--- src/rtl/ddm_pkg.sv ---
// Shared constants and payload types for the differential drive mixer.
`default_nettype none
package ddm_pkg;

   // Stick format: signed Q1.(IN_W-1)
   localparam int IN_W      = 16;
   localparam int FRAC      = IN_W - 1;
   localparam int K_W       = IN_W + 1;          // |x|+|y|
   localparam int SQ_W      = 2 * IN_W - 1;      // |y|^2 and |y|*arc
   localparam int CMP_W     = K_W + IN_W - 1;    // divisor shifted by the top quotient bit
   localparam int N_W       = 2 * IN_W + 1;      // blended value, units 2^-2*FRAC
   localparam int PWM_MAX   = 1023;
   localparam int PWM_MAX_W = $clog2(PWM_MAX + 1);
   localparam int PROD_W    = N_W + PWM_MAX_W;
   localparam int SPEED_W   = 10;

   typedef struct packed {
      logic signed [IN_W-1:0] stick_x;
      logic signed [IN_W-1:0] stick_y;
   } ddm_req_type;

   typedef struct packed {
      logic [SPEED_W-1:0] left_speed;
      logic               left_backward;
      logic [SPEED_W-1:0] right_speed;
      logic               right_backward;
   } ddm_rsp_type;

   // Data that rides alongside the divider
   typedef struct packed {
      logic [IN_W-1:0]        ay;
      logic signed [IN_W-1:0] x;
      logic                   x_pos;
      logic                   y_pos;
      logic                   y_neg;
   } ddm_side_type;

endpackage
`default_nettype wire

--- src/rtl/ddm_pwm.sv ---
// Blended value to PWM duty and direction, two stages, with side swap.
`default_nettype none
module ddm_pwm (
   input  wire logic                       clock,
   input  wire logic                       reset,
   input  wire logic                       in_valid,
   input  wire logic signed [ddm_pkg::N_W-1:0] in_n_l,
   input  wire logic signed [ddm_pkg::N_W-1:0] in_n_r,
   input  wire logic                       swap,
   output logic                            out_valid,
   output ddm_pkg::ddm_rsp_type            out_rsp
);
   import ddm_pkg::*;

   logic              vld_a_ff;
   logic [PROD_W-1:0] prod_l_ff, prod_l_in;
   logic [PROD_W-1:0] prod_r_ff, prod_r_in;
   logic              neg_l_ff, neg_r_ff;
   logic [N_W-1:0]    mag_l, mag_r;

   logic              vld_b_ff;
   ddm_rsp_type       rsp_ff, rsp_in;
   logic [PROD_W-1:0] duty_l, duty_r;
   logic [SPEED_W-1:0] spd_l, spd_r;

   always_comb begin
      mag_l     = in_n_l[N_W-1] ? N_W'(-in_n_l) : N_W'(in_n_l);
      mag_r     = in_n_r[N_W-1] ? N_W'(-in_n_r) : N_W'(in_n_r);
      prod_l_in = PROD_W'(mag_l) * PROD_W'(PWM_MAX);
      prod_r_in = PROD_W'(mag_r) * PROD_W'(PWM_MAX);
   end

   always_comb begin
      duty_l = prod_l_ff >> (2 * FRAC);
      duty_r = prod_r_ff >> (2 * FRAC);
      if (duty_l > PROD_W'(PWM_MAX)) duty_l = PROD_W'(PWM_MAX);
      if (duty_r > PROD_W'(PWM_MAX)) duty_r = PROD_W'(PWM_MAX);
      spd_l = duty_l[SPEED_W-1:0];
      spd_r = duty_r[SPEED_W-1:0];
      if (swap) begin
         rsp_in.left_speed     = spd_r;
         rsp_in.left_backward  = neg_r_ff;
         rsp_in.right_speed    = spd_l;
         rsp_in.right_backward = neg_l_ff;
      end else begin
         rsp_in.left_speed     = spd_l;
         rsp_in.left_backward  = neg_l_ff;
         rsp_in.right_speed    = spd_r;
         rsp_in.right_backward = neg_r_ff;
      end
   end

   always_ff @(posedge clock) begin
      if (reset) begin
         vld_a_ff <= 1'b0;
         vld_b_ff <= 1'b0;
      end else begin
         vld_a_ff <= in_valid;
         vld_b_ff <= vld_a_ff;
      end
      prod_l_ff <= prod_l_in;
      prod_r_ff <= prod_r_in;
      neg_l_ff  <= in_n_l[N_W-1];
      neg_r_ff  <= in_n_r[N_W-1];
      rsp_ff    <= rsp_in;
   end

   assign out_valid = vld_b_ff;
   assign out_rsp   = rsp_ff;

endmodule
`default_nettype wire

--- config.mk ---
export PLATFORM = sky130hd
export DESIGN_NAME = ddm_pwm
export DESIGN_NICKNAME = d
export VERILOG_FILES = /design/src/rtl/ddm_pkg.sv /design/src/rtl/ddm_pwm.sv
export SDC_FILE = /design/constraint.sdc
export NUM_CORES = 1
export LEC_CHECK = 0
export CAP_MARGIN = 20
export CORE_MARGIN = 10
export CORE_UTILIZATION = 40
export DETAILED_ROUTE_END_ITERATION = 10
export DONT_BUFFER_PORTS = 1
export GPL_ROUTABILITY_DRIVEN = 0
export MAX_ROUTING_LAYER = met4
export PLACE_DENSITY = 0.63
export SETUP_SLACK_MARGIN = 0.15
export SYNTH_ARGS = -nofsm -noshare
export SYNTH_HDL_FRONTEND = slang
export SYNTH_SLANG_ARGS = --single-unit
--- constraint.sdc ---
create_clock -name clock -period 6.7 [get_ports clock]
set_clock_uncertainty 0.05 [all_clocks]
set_input_delay 0.335 -clock clock [delete_from_list [all_inputs] [get_ports clock]]
set_output_delay 0.335 -clock clock [all_outputs]
set_load 0.01 [all_outputs]
==> After elaboration in Yosys (flattened, before gate mapping) <==
Cells that the tools add are included.
{ "totals": {"output_inout_bits": 23, "ff_bits": 112, "in_bits": 70} }
{ "classes": {"mul": 2, "mux": 5, "magnitude_cmp": 2, "add_sub_neg": 2} }
{ "op_table": {"columns": ["cell", "count"], "rows": [
  ["$mul A33 B10 Y43 const B", 2],
  ["$mux W33", 2],
  ["$neg A33 Y33", 2],
  ["$gt A13 B10 Y1 const B", 2],
  ["$mux W22", 1],
  ["$mux W10", 2]
]} }

==> Depth between registers and ports, before layout <==
{ "depth": {"word_depth": 3, "depth_mapped": 26, "ltp_nobuf": 26} }

==> Worst setup path after synthesis <==
No wires, ideal clock.
{ "synth_timing": {"path_type": "input-to-reg", "startpoint": "input port in_n_l[6] (netlist name)", "endpoint": "register prod_l_ff[39]", "stages": 24, "t_required_ps": 6578, "setup_ps": 72, "setup_slack_ps": -381, "arrival_time_ps": 6959, "path_cell_list": "or4_1 > or2_1 > or4_4 > nand2b_4 > nor3_1 > nand2_1 > o31ai_1 > xor2_1 > fa_1 > fa_1 > inv_1 > fa_1 > fa_1 > inv_1 > fa_1 > inv_1 > ha_1 > and3_1 > a221oi_1 > o21ai_0 > a211oi_1 > nor2_1 > nor3_1 > xnor2_1"} }
{ "synth_between": {"elab_chain_cells": 3} }
{ "synth_lines": {"columns": ["element", "line", "rtl"], "rows": [
  ["start, declared", "ddm_pwm.sv:7", "input wire logic signed [ddm_pkg::N_W-1:0] in_n_l,"],
  ["$neg A33 Y33", "ddm_pwm.sv:27", "mag_l = in_n_l[N_W-1] ? N_W'(-in_n_l) : N_W'(in_n_l);"],
  ["$mux W33 (*)", "ddm_pwm.sv:27", null],
  ["$mul A33 B10 Y43 (*)", "ddm_pwm.sv:29", "prod_l_in = PROD_W'(mag_l) * PROD_W'(PWM_MAX);"],
  ["named net prod_l_in[39]", "ddm_pwm.sv:16", "logic [PROD_W-1:0] prod_l_ff, prod_l_in;"],
  ["end signal, assigned", "ddm_pwm.sv:61", "prod_l_ff <= prod_l_in;"],
  ["end, declared", "ddm_pwm.sv:16", null]
]} }
The timed path passes the listed nets; every way through them passes the cells marked *.
A chain may end at the register's enable or synchronous reset.

==> Worst setup path after layout <==
{ "layout_timing": {"startpoint": "input port in_n_l[6] (netlist name)", "endpoint": "register prod_l_ff[30]"} }
Same word-level chain as after synthesis.

==> flow_metrics.tcl <==
set metrics [dict create \
    cp_num_cells 26 \
    ant_nets 0 \
    maxCapViolCount 0 \
    rrSetupSlack_ps 5190 \
    drc 0 \
    hold_slack_ps 38.4 \
    nets 2568 \
    setup_viol 0 \
    synthTopCellsByCount "inv_1, fa_1, ha_1" \
    cts_tree "yes" \
    period_share_pct 98.2 \
    mappedNetlistArea_um2 15900 \
    ys_ff_latch 52 \
    via_per_inst 4.86 \
    stdcell_area_um2 20400 \
    gr-usage-all-layers_pct 17.4 \
    yosysMostFrequentCell "inv_1" \
    clk_pin_slew_ps 70 \
    dieHeight_um 220 \
    r2r-end "out_rsp[5]$_DFF_P_" \
    cts_max_path_buffers 2 \
    grt-ovfl-total 0 \
    synth_area_per_cell_um2 9.39 \
    use_met1_pct 22.1 \
    ios 93 \
    portBuffers 0 \
    met3_usage_pct 2.71 \
    slowest_stage "fa_1" \
    clkSinkCount 52 \
    cts_buffers 5 \
    slew_violations 0 \
    top_usage_layer "met2" \
    detailed_place_hpwl_mm 34.7 \
    period_minus_slack_ps 6580 \
    cp_common_cell "fa_1" \
    ys_types 61 \
    die_x_um 220 \
    status "complete, no violations" \
    start_util_pct 40.3 \
    synth-async-reset-ratio_pct 0 \
    ys_seq_area_share_pct 6.54 \
    synth_top_area_share_pct 41.6 \
    diodes 0 \
    synth_flop_cell "dfxtp_1" \
    tightest_slew_ps 763 \
    synth_compound_area_share_pct 10.8 \
    instances_no_fill 2526 \
    place_inst 2471 \
    synth_nets 2264 \
    yosys_warnings 0 \
    rows 73 \
    synth_simple_gate_area_share_pct 8.73 \
    endpoint "prod_l_ff[30]$_DFF_P_" \
    routedWlPerCell_um 15.6 \
    rsz0062_at_grt "yes" \
    max_stage_delay_ps 580 \
    synth_top_family_by_area "adder cells" \
    antenna_found_initial 0 \
    layout_setup_ws_ps 118 \
    synth_area_leaders "fa_1, ha_1, inv_1" \
    use_met2_pct 29.2 \
    end_kind "flop" \
    path_buf_inv 5 \
    htreeDepth 2 \
    grt_max_degree 35 \
    r2r-start "prod_l_ff[42]$_DFF_P_" \
    first_iter_violations 377 \
    synthAdderAreaFrac_pct 55.0 \
    grt_pass1_vias 13500 \
    vias 12300 \
    dp_slack_ps -490 \
    hold_path.class "in2reg" \
    synthToLayoutAreaGrowth_pct 28.0 \
    crit_required_ps 6870 \
    firstDrtPassIters 5 \
    clk_latency_ps 310 \
    critPathTopFamily "adder cells" \
    root_buffer "clkbuf_16" \
    synth-xor-area-share_pct 8.00 \
    synth_edf_count 0 \
    coreArea_um2 39500 \
    synth_largest_area_cell "fa_1" \
    worstSetupStartpoint "in_n_l[6]" \
    place_area_um2 18900 \
    grt_pass1_wl_mm 66.3 \
    routed_wirelength_mm 39.4 \
    dieArea_um2 48200 \
    muxShareOfSynthArea_pct 0.141 \
    reg2regPathDepth 3 \
    synth_cells 1696 \
    maxSlewHeadroom_pct 48.7 \
    cp-start-kind "input port" \
    finalHoldViolCount 0 \
    critPathKind "in2reg" \
    worstPathMaxFanout 4 \
    drive_above_1_share_pct 27.5 \
    max_freq_mhz 152 \
    crit_arrival_ps 6750 \
]
==> cell type report <==
class                      instances  area, um^2
sequential                        52        1040
timing repair buffer             316        2430
clock inverter                     3        27.5
tap                              525         657
clock buffer                       5         125
inverter                         437        1640
multi-input combinational       1188       14500
fill                            3523       19200
==> how the worst min path moves through the flow <==
stage | slack (ps) | start | depth (start not counted) | endpoint
6_report | 40 | reset | 1 | vld_a_ff$_SDFF_PP0_
5_1_grt | 20 | reset | 1 | vld_a_ff$_SDFF_PP0_
4_1_cts | 30 | reset | 1 | vld_a_ff$_SDFF_PP0_
3_5_place_dp | 320 | in_n_r[32] | 0 | neg_r_ff$_DFF_P_
3_3_place_gp | 320 | in_n_r[32] | 0 | neg_r_ff$_DFF_P_
2_1_floorplan | 310 | in_n_l[32] | 0 | neg_l_ff$_DFF_P_
==> worst register-to-register path: stages, from the launching register on <==
cell,delay (ps)
dfxtp_1,320
or3_1,620
nor3_1,240
a21oi_1,120
==> cell usage in the layout (no fill, tap or decap), types with 6 or more instances in the layout <==
master    instances
inv_1           404
fa_1            321
buf_4           301
ha_1            143
a21oi_1          81
xnor2_1          55
nand2_1          53
dfxtp_1          52
nor2_1           49
a21o_1           46
xor2_1           44
o21ai_0          39
nor3_1           33
inv_2            32
ha_4             24
nand3_1          16
xnor2_2          15
nor2b_1          15
xor2_2           13
o21ai_1          12
nand4_1          12
buf_6            12
o21ai_2          11
a21oi_2          10
fa_2             10
or2_2             9
nand2_2           7
or3_1             7
o211ai_1          7
nor2_2            7
or4_4             6
o31ai_4           6
and3_1            6
==> registers in the layout, indices dropped and copies added (netlist names) <==
register and count:
prod_r_ff 13, neg_l_ff 1, vld_a_ff 1, out_valid 1
neg_r_ff 1, prod_l_ff 13, out_rsp 22
==> cells by family after synthesis <==
logic type / Yosys count
flops: 52
mux: 2
fa+ha+maj: 503
buf+inv: 456
simple gates: 275
compound gates: 272
xor+xnor: 136
==> repair_timing <==
| action | in CTS | in global routing |
|---|---|---|
| hold buffers | 2 | 0 |
| setup endpoints to repair | 20 | 25 |
| endpoints found under the hold margin | 2 | 0 |
| buffers inserted | 14 | 31 |
| pin swaps | 73 | 106 |
| gates resized for setup | 67 | 137 |
==> stage by stage <==
| stage | utilization [%] | setup TNS [ps] |
|---|---|---|
| finish | 51.5 | 0 |
| detailed placement | 47.8 | -7000 |
| global route | 51.5 | -1010 |
| floorplan | - | -14.9 |
| CTS | 49.4 | 0 |
| global placement | 47.8 | -4720 |
==> per-layer routing <==
metal	up-vias	wire length, um	share of wire, %
li1	5921	-	-
met1	6188	17500	44
met2	147	19900	51
met3	29	1350	3.4
met4	0	633	1.6
met5	-	0	0
Power is not shown: default switching activity piles up to over one toggle a cycle in this logic, so the estimate is an artifact.
