===== config.mk =====
export PLATFORM = sky130hd
export DESIGN_NAME = ddm_divider
export DESIGN_NICKNAME = d
export VERILOG_FILES = /design/src/rtl/ddm_pkg.sv /design/src/rtl/ddm_divider.sv
export SDC_FILE = /design/constraint.sdc
export NUM_CORES = 2
export LEC_CHECK = 0
export BUFFER_PORTS_ARGS = -buffer_cell sky130_fd_sc_hd__buf_4
export CORE_ASPECT_RATIO = 1.25
export CORE_UTILIZATION = 45
export CTS_CLUSTER_SIZE = 30
export DETAILED_ROUTE_END_ITERATION = 8
export PLACE_DENSITY_LB_ADDON = 0.08
export SETUP_SLACK_MARGIN = 0.15
export SYNTH_ARGS = -nofsm -noshare
export SYNTH_HDL_FRONTEND = slang
export SYNTH_SLANG_ARGS = --single-unit

===== constraint.sdc =====
create_clock -name clock -period 7.5 [get_ports clock]
set_input_delay 0.375 -clock clock [delete_from_list [all_inputs] [get_ports clock]]
set_output_delay 0.375 -clock clock [all_outputs]
set_load 0.02 [all_outputs]

===== src/rtl/ddm_pkg.sv =====
// Shared constants and payload types for the differential drive mixer.
`default_nettype none
package ddm_pkg;

   // Stick format: signed Q1.(IN_W-1)
   localparam int IN_W      = 16;
   localparam int FRAC      = IN_W - 1;
   localparam int K_W       = IN_W + 1;          // |x|+|y|
   localparam int SQ_W      = 2 * IN_W - 1;      // |y|^2 and |y|*arc
   localparam int CMP_W     = K_W + IN_W - 1;    // divisor shifted by the top quotient bit
   localparam int N_W       = 2 * IN_W + 1;      // blended value, units 2^-2*FRAC
   localparam int PWM_MAX   = 1023;
   localparam int PWM_MAX_W = $clog2(PWM_MAX + 1);
   localparam int PROD_W    = N_W + PWM_MAX_W;
   localparam int SPEED_W   = 10;

   typedef struct packed {
      logic signed [IN_W-1:0] stick_x;
      logic signed [IN_W-1:0] stick_y;
   } ddm_req_type;

   typedef struct packed {
      logic [SPEED_W-1:0] left_speed;
      logic               left_backward;
      logic [SPEED_W-1:0] right_speed;
      logic               right_backward;
   } ddm_rsp_type;

   // Data that rides alongside the divider
   typedef struct packed {
      logic [IN_W-1:0]        ay;
      logic signed [IN_W-1:0] x;
      logic                   x_pos;
      logic                   y_pos;
      logic                   y_neg;
   } ddm_side_type;

endpackage
`default_nettype wire


===== src/rtl/ddm_divider.sv =====
// Pipelined restoring divider, one quotient bit per stage, with sideband.
`default_nettype none
module ddm_divider (
   input  wire logic                      clock,
   input  wire logic                      reset,
   input  wire logic                      in_valid,
   input  wire logic [ddm_pkg::SQ_W-1:0]  in_dividend,
   input  wire logic [ddm_pkg::K_W-1:0]   in_divisor,
   input  wire ddm_pkg::ddm_side_type     in_side,
   output logic                           out_valid,
   output logic [ddm_pkg::IN_W-1:0]       out_quo,
   output ddm_pkg::ddm_side_type          out_side
);
   import ddm_pkg::*;

   // stage views: index 0 is the input, index i+1 the register after step i
   logic                 stg_vld  [0:IN_W];
   logic [SQ_W-1:0]      stg_rem  [0:IN_W];
   logic [K_W-1:0]       stg_dsr  [0:IN_W];
   logic [IN_W-1:0]      stg_quo  [0:IN_W];
   ddm_side_type         stg_side [0:IN_W];

   logic                 vld_ff   [0:IN_W-1];
   logic [SQ_W-1:0]      rem_ff   [0:IN_W-1];
   logic [SQ_W-1:0]      rem_in   [0:IN_W-1];
   logic [K_W-1:0]       dsr_ff   [0:IN_W-1];
   logic [IN_W-1:0]      quo_ff   [0:IN_W-1];
   logic [IN_W-1:0]      quo_in   [0:IN_W-1];
   ddm_side_type         side_ff  [0:IN_W-1];

   assign stg_vld[0]  = in_valid;
   assign stg_rem[0]  = in_dividend;
   assign stg_dsr[0]  = in_divisor;
   assign stg_quo[0]  = '0;
   assign stg_side[0] = in_side;

   for (genvar i = 0; i < IN_W; i++) begin : g_step
      localparam int BIT = IN_W - 1 - i;
      logic [CMP_W-1:0] trial;
      logic [CMP_W-1:0] diff;

      always_comb begin
         trial     = CMP_W'(stg_dsr[i]) << BIT;
         diff      = CMP_W'(stg_rem[i]) - trial;
         rem_in[i] = stg_rem[i];
         quo_in[i] = stg_quo[i];
         if (CMP_W'(stg_rem[i]) >= trial) begin
            rem_in[i]      = diff[SQ_W-1:0];
            quo_in[i][BIT] = 1'b1;
         end
      end

      always_ff @(posedge clock) begin
         if (reset) begin
            vld_ff[i] <= 1'b0;
         end else begin
            vld_ff[i] <= stg_vld[i];
         end
         rem_ff[i]  <= rem_in[i];
         dsr_ff[i]  <= stg_dsr[i];
         quo_ff[i]  <= quo_in[i];
         side_ff[i] <= stg_side[i];
      end

      assign stg_vld[i+1]  = vld_ff[i];
      assign stg_rem[i+1]  = rem_ff[i];
      assign stg_dsr[i+1]  = dsr_ff[i];
      assign stg_quo[i+1]  = quo_ff[i];
      assign stg_side[i+1] = side_ff[i];
   end

   assign out_valid = stg_vld[IN_W];
   assign out_quo   = stg_quo[IN_W];
   assign out_side  = stg_side[IN_W];

endmodule
`default_nettype wire


Yosys cells after proc, flatten, opt, wreduce, memory -nomap -nowiden. Memory sizes are Yosys's and may differ from the RTL's. Index checks and enable logic that the tools add are counted.

Register bits after elaboration: 0. Bits in writable memories: 1600. Input bits: 86. Output and inout port bits: 52. Memories: 5.

Memories: side_ff (words 16, bits a word 35, read ports 16, clocked after Yosys merged registers in 0, wr ports 16, line ddm_divider.sv:29) `ddm_side_type side_ff [0:IN_W-1];`; rem_ff (words 16, bits a word 31, read ports 15, clocked after Yosys merged registers in 0, wr ports 16, line ddm_divider.sv:24) `logic [SQ_W-1:0] rem_ff [0:IN_W-1];`; dsr_ff (words 16, bits a word 17, read ports 15, clocked after Yosys merged registers in 0, wr ports 16, line ddm_divider.sv:26) `logic [K_W-1:0] dsr_ff [0:IN_W-1];`; quo_ff (words 16, bits a word 16, read ports 16, clocked after Yosys merged registers in 0, wr ports 16, line ddm_divider.sv:27) `logic [IN_W-1:0] quo_ff [0:IN_W-1];`; vld_ff (words 16, bits a word 1, read ports 16, clocked after Yosys merged registers in 0, wr ports 16, line ddm_divider.sv:23) `logic vld_ff [0:IN_W-1];`.

$add $sub $neg: 16. $lt $le $gt $ge: 16. Mux-type cells: 51. Bitwise operators: 16.

Operators by type and width (number): two-way mux 31 bit (16); subtractor 31 bit (2); two-way mux 1 bit (35); >= comparator 31 x 32 -> 1 bit (1); >= comparator 31 x 17 -> 1 bit (1); >= comparator 31 x 18 -> 1 bit (1); >= comparator 31 x 19 -> 1 bit (1); >= comparator 31 x 20 -> 1 bit (1); >= comparator 31 x 21 -> 1 bit (1); >= comparator 31 x 22 -> 1 bit (1); >= comparator 31 x 23 -> 1 bit (1); >= comparator 31 x 24 -> 1 bit (1); >= comparator 31 x 25 -> 1 bit (1); >= comparator 31 x 26 -> 1 bit (1); >= comparator 31 x 27 -> 1 bit (1); >= comparator 31 x 28 -> 1 bit (1); >= comparator 31 x 29 -> 1 bit (1); >= comparator 31 x 30 -> 1 bit (1); >= comparator 31 bit (1); subtractor 31 x 17 -> 31 bit (1); subtractor 31 x 18 -> 31 bit (1); subtractor 31 x 19 -> 31 bit (1); subtractor 31 x 20 -> 31 bit (1); subtractor 31 x 21 -> 31 bit (1); other kinds (10) (25).

Logic depth before layout (Yosys ltp).
Word-level depth: 3. Gate-level depth with buffers: 14.

Worst setup path before layout. OpenSTA, ideal clock, no wires.

Path kind: register to register. From: memory rem_ff[0][224] in the netlist's numbering. To: memory rem_ff[1][8] in the netlist's numbering. Data arrival time: 2751 ps. Slack: 4629 ps. Stages on the path, launching flop included: 12. Path buffers: 1. Period minus slack after synthesis: 2871 ps. Cell sequence: dfxtp_1 -> inv_1 -> ha_1 -> inv_1 -> fa_1 -> a21o_1 -> a221oi_2 -> a21oi_1 -> a41o_1 -> a21oi_1 -> clkbuf_1 -> mux2_2.

RTL lines (line): from (decl) (ddm_divider.sv:24).

==> results.json <==
{
  "hold_viol_final": 0,
  "powerDensity_nw_per_um2": 429,
  "status": "finished clean",
  "clk_latency_ns": 0.75,
  "postCtsSetupBuffers": 0,
  "route.detailed.drc": 0,
  "cts_tree": "built",
  "ys_ff_latch": 1432,
  "cp_data_required_time_ns": 8.15,
  "crit_fanout": 4,
  "dp_cells": 5764,
  "async_flop_share_pct": 0,
  "yosys_warnings": 0,
  "r2r_slack_ns": 4.06,
  "vias": 29300,
  "first_global_vias": 30200,
  "fin_util_pct": 53.0,
  "nFillCells": 9293,
  "n_antenna_cell": 0,
  "crit_type": "reg2reg",
  "vias_per_cell": 4.80,
  "drtAntennaViolNets": 0,
  "critPathSlowestCell": "a311o_2",
  "synth_ff_type": "dfxtp_1",
  "power_switching_share_pct": 31.6,
  "wl_per_cell_um": 15.0,
  "antenna_found_initial": 1,
  "final_cells": 6102,
  "synth_top_cell_by_area": "dfxtp_1",
  "setup_viol": 0,
  "yosysSeqAreaShare_pct": 60.2,
  "cts_resized": 0,
  "numCtsBuffers": 139,
  "p_leak_nw": 24.4,
  "setup_tns_ns": 0,
  "power.switching_mw": 7.54,
  "cts.clk_slew.worst_paths_ns": 0.06,
  "grt_use_total_pct": 17.3,
  "ff2ff_path_depth": 12,
  "die_w_um": 293,
  "timing.fmax_mhz": 291,
  "ctsHoldBuffers": 86,
  "design_area_um2": 55600,
  "start_util_pct": 45.4,
  "root_buffer": "clkbuf_16",
  "htreeDepth": 4,
  "synth.distinct_cells": 93,
  "max_cap_viol_count": 0,
  "cts.sinks": 1432,
  "cts_buffer_depth": 3,
  "reg2reg_from": "dsr_ff[1][34]",
  "synth_edf_count": 0,
  "finalWirelength_mm": 91.5,
  "grt_pass1_wl_mm": 147,
  "hold_path_class": "in2reg",
  "fp.coreArea_um2": 105000,
  "tightest_slew_ns": 1.42,
  "endpoint": "rem_ff[1][123]",
  "rsz0062_at_grt": "no",
  "p_seq_share_pct": 41.1,
  "ios": 138,
  "die_area_um2": 107000,
  "syn_inst": 4310,
  "max_stage_delay_ns": 0.44,
  "final_nets": 4946,
  "dr.pass1.iters": 6,
  "clkPwrFrac_pct": 29.8,
  "period_share_pct": 45.9,
  "synthTopCellsByArea": "dfxtp_1 (60%), ha_1 (7.1%), xnor2_1 (2.9%)",
  "end_kind": "flop",
  "die-height_um": 366,
  "synth_nets": 4682,
  "synthTopCellsByCount": "dfxtp_1 (1432), inv_1 (349), ha_1 (271)",
  "startpoint_type": "flop",
  "drive_gt1_share_pct": 10.8,
  "syn_to_final_growth_pct": 16.8,
  "dp_hpwl_mm": 69.4,
  "startpoint": "dsr_ff[1][34]",
  "p_int_mw": 16.3,
  "r2r-end": "rem_ff[1][123]",
  "final.min_clock_period_ns": 3.44,
  "grt-ovfl-total": 0,
  "combPwrFrac_pct": 29.2,
  "worst_ir_drop_vdd_uv": 236,
  "num_rows": 133,
  "syn_area_per_cell_um2": 11.1,
  "clock-skew-final_ns": 0.0323,
  "drt-initial-drc-count": 980,
  "relSlewSlack_pct": 4.13,
  "crit_chain": "ha_1 -> inv_1 -> fa_1 -> a21o_1 -> a21oi_1 -> o21ai_1 -> o221ai_1 -> a21oi_1 -> a41o_1 -> a311o_2 -> nor3b_2 -> xor2_1",
  "finalMaxSlewViolations": 0,
  "place_area_um2": 49900,
  "path_common_cell": "a21oi_1",
  "grt_max_degree": 38,
  "io_buffers": 137,
  "routabilityCongestion": 0.890,
  "syn_area_um2": 47600,
  "worst_ep_arrival_time_ns": 4.09,
  "netlist.area_leader.share_pct": 60.2,
  "post-synth-top-count-cell": "dfxtp_1",
  "hp-start": "in_side[7]"
}
-- sequential cells by signal (all words and copies together) (netlist names) --
name and flops:
side_ff 560, rem_ff 465, dsr_ff 255, quo_ff 136
vld_ff 16
-- per-stage QoR --
step                setup WS (ns)  hold slack, ns  power, mW
global placement             4.13           0.309       16.9
CTS                          4.05           0.188       24.2
finish                       4.06           0.272       23.9
global route                 3.87           0.213       25.5
floorplan                    4.63           0.310       15.1
detailed placement           4.07           0.312       16.9
-- cells by family (layout without fill, tap and decap cells) --
family,after synthesis,count (layout),share of synthesized area (%)
simple gates,913,913,9.61
mux,71,71,1.66
compound gates,854,854,11.4
fa+ha+maj,286,286,7.75
flops,1432,1432,60.2
buf+inv,470,845,4.20
xor+xnor,284,284,5.22
-- power groups by stage --
stage          combinational (mW)  sequential (mW)  clock [mW]
2_1_floorplan                5.44             9.68           0
3_3_place_gp                 6.92             9.98           0
3_5_place_dp                 6.95             9.99           0
4_1_cts                      7.02             9.82        7.38
5_1_grt                      7.81             9.96        7.69
6_report                     6.97             9.81        7.11
-- layout by cell type (no fill, tap or decap), types with 21 or more instances in the layout --
cell type / n
mux2_2: 65
a211oi_1: 21
clkbuf_16: 141
buf_4: 155
nand4_1: 38
clkbuf_8: 24
a21o_1: 109
a21oi_1: 251
or3_1: 24
clkbuf_1: 27
nand2_1: 251
o21ai_0: 228
nor2_1: 233
nand3_1: 49
o21a_1: 35
inv_1: 349
xor2_1: 126
nand2b_1: 36
nor2b_1: 58
o21bai_1: 22
dfxtp_1: 1432
nor3_1: 60
dlygate4sd3_1: 86
ha_1: 271
a31oi_1: 24
nor4_1: 41
xnor2_1: 158
-- final cells by class --
| type | count | area (um^2) | share of cell area, % |
|---|---|---|---|
| clock buffers | 192 | 3960 | 7.12 |
| clock inverters | 60 | 875 | 1.57 |
| inverters | 352 | 1320 | 2.37 |
| multi-input cells | 2408 | 17000 | 30.6 |
| flip-flops and latches | 1432 | 28700 | 51.5 |
| well taps | 1417 | 1770 | 3.19 |
| repair buffers | 241 | 2020 | 3.64 |
-- metal layers --
layer	vias up	track usage [%]	routed length, um
met5	-	0	0
met4	0	12.6	6620
met3	262	3.09	2430
met2	441	35.3	51800
met1	13400	14.4	30700
li1	15100	-	-
-- worst min-delay path by stage --
stage                          end  cells past startpoint  slack [ns]
global placement    side_ff[0][85]                      0        0.31
CTS                 side_ff[0][25]                      2        0.19
detailed placement  quo_ff[0][110]                      0        0.31
finish               side_ff[0][7]                      2        0.27
global route        side_ff[0][25]                      2        0.21
floorplan           quo_ff[0][106]                      0        0.31
-- worst max-delay path: cells and delay by family (launching register included) --
| kind | cells | cell delay, ns |
|---|---|---|
| AOI/OAI and AO/OA | 7 | 2.00 |
| adders and majority gates | 2 | 0.58 |
| DFF | 1 | 0.35 |
| and+or+nand+nor | 1 | 0.20 |
| xor gates and xnor gates | 1 | 0.17 |
| buffers and inverters | 1 | 0.05 |
(Power assumes the default switching activity.)
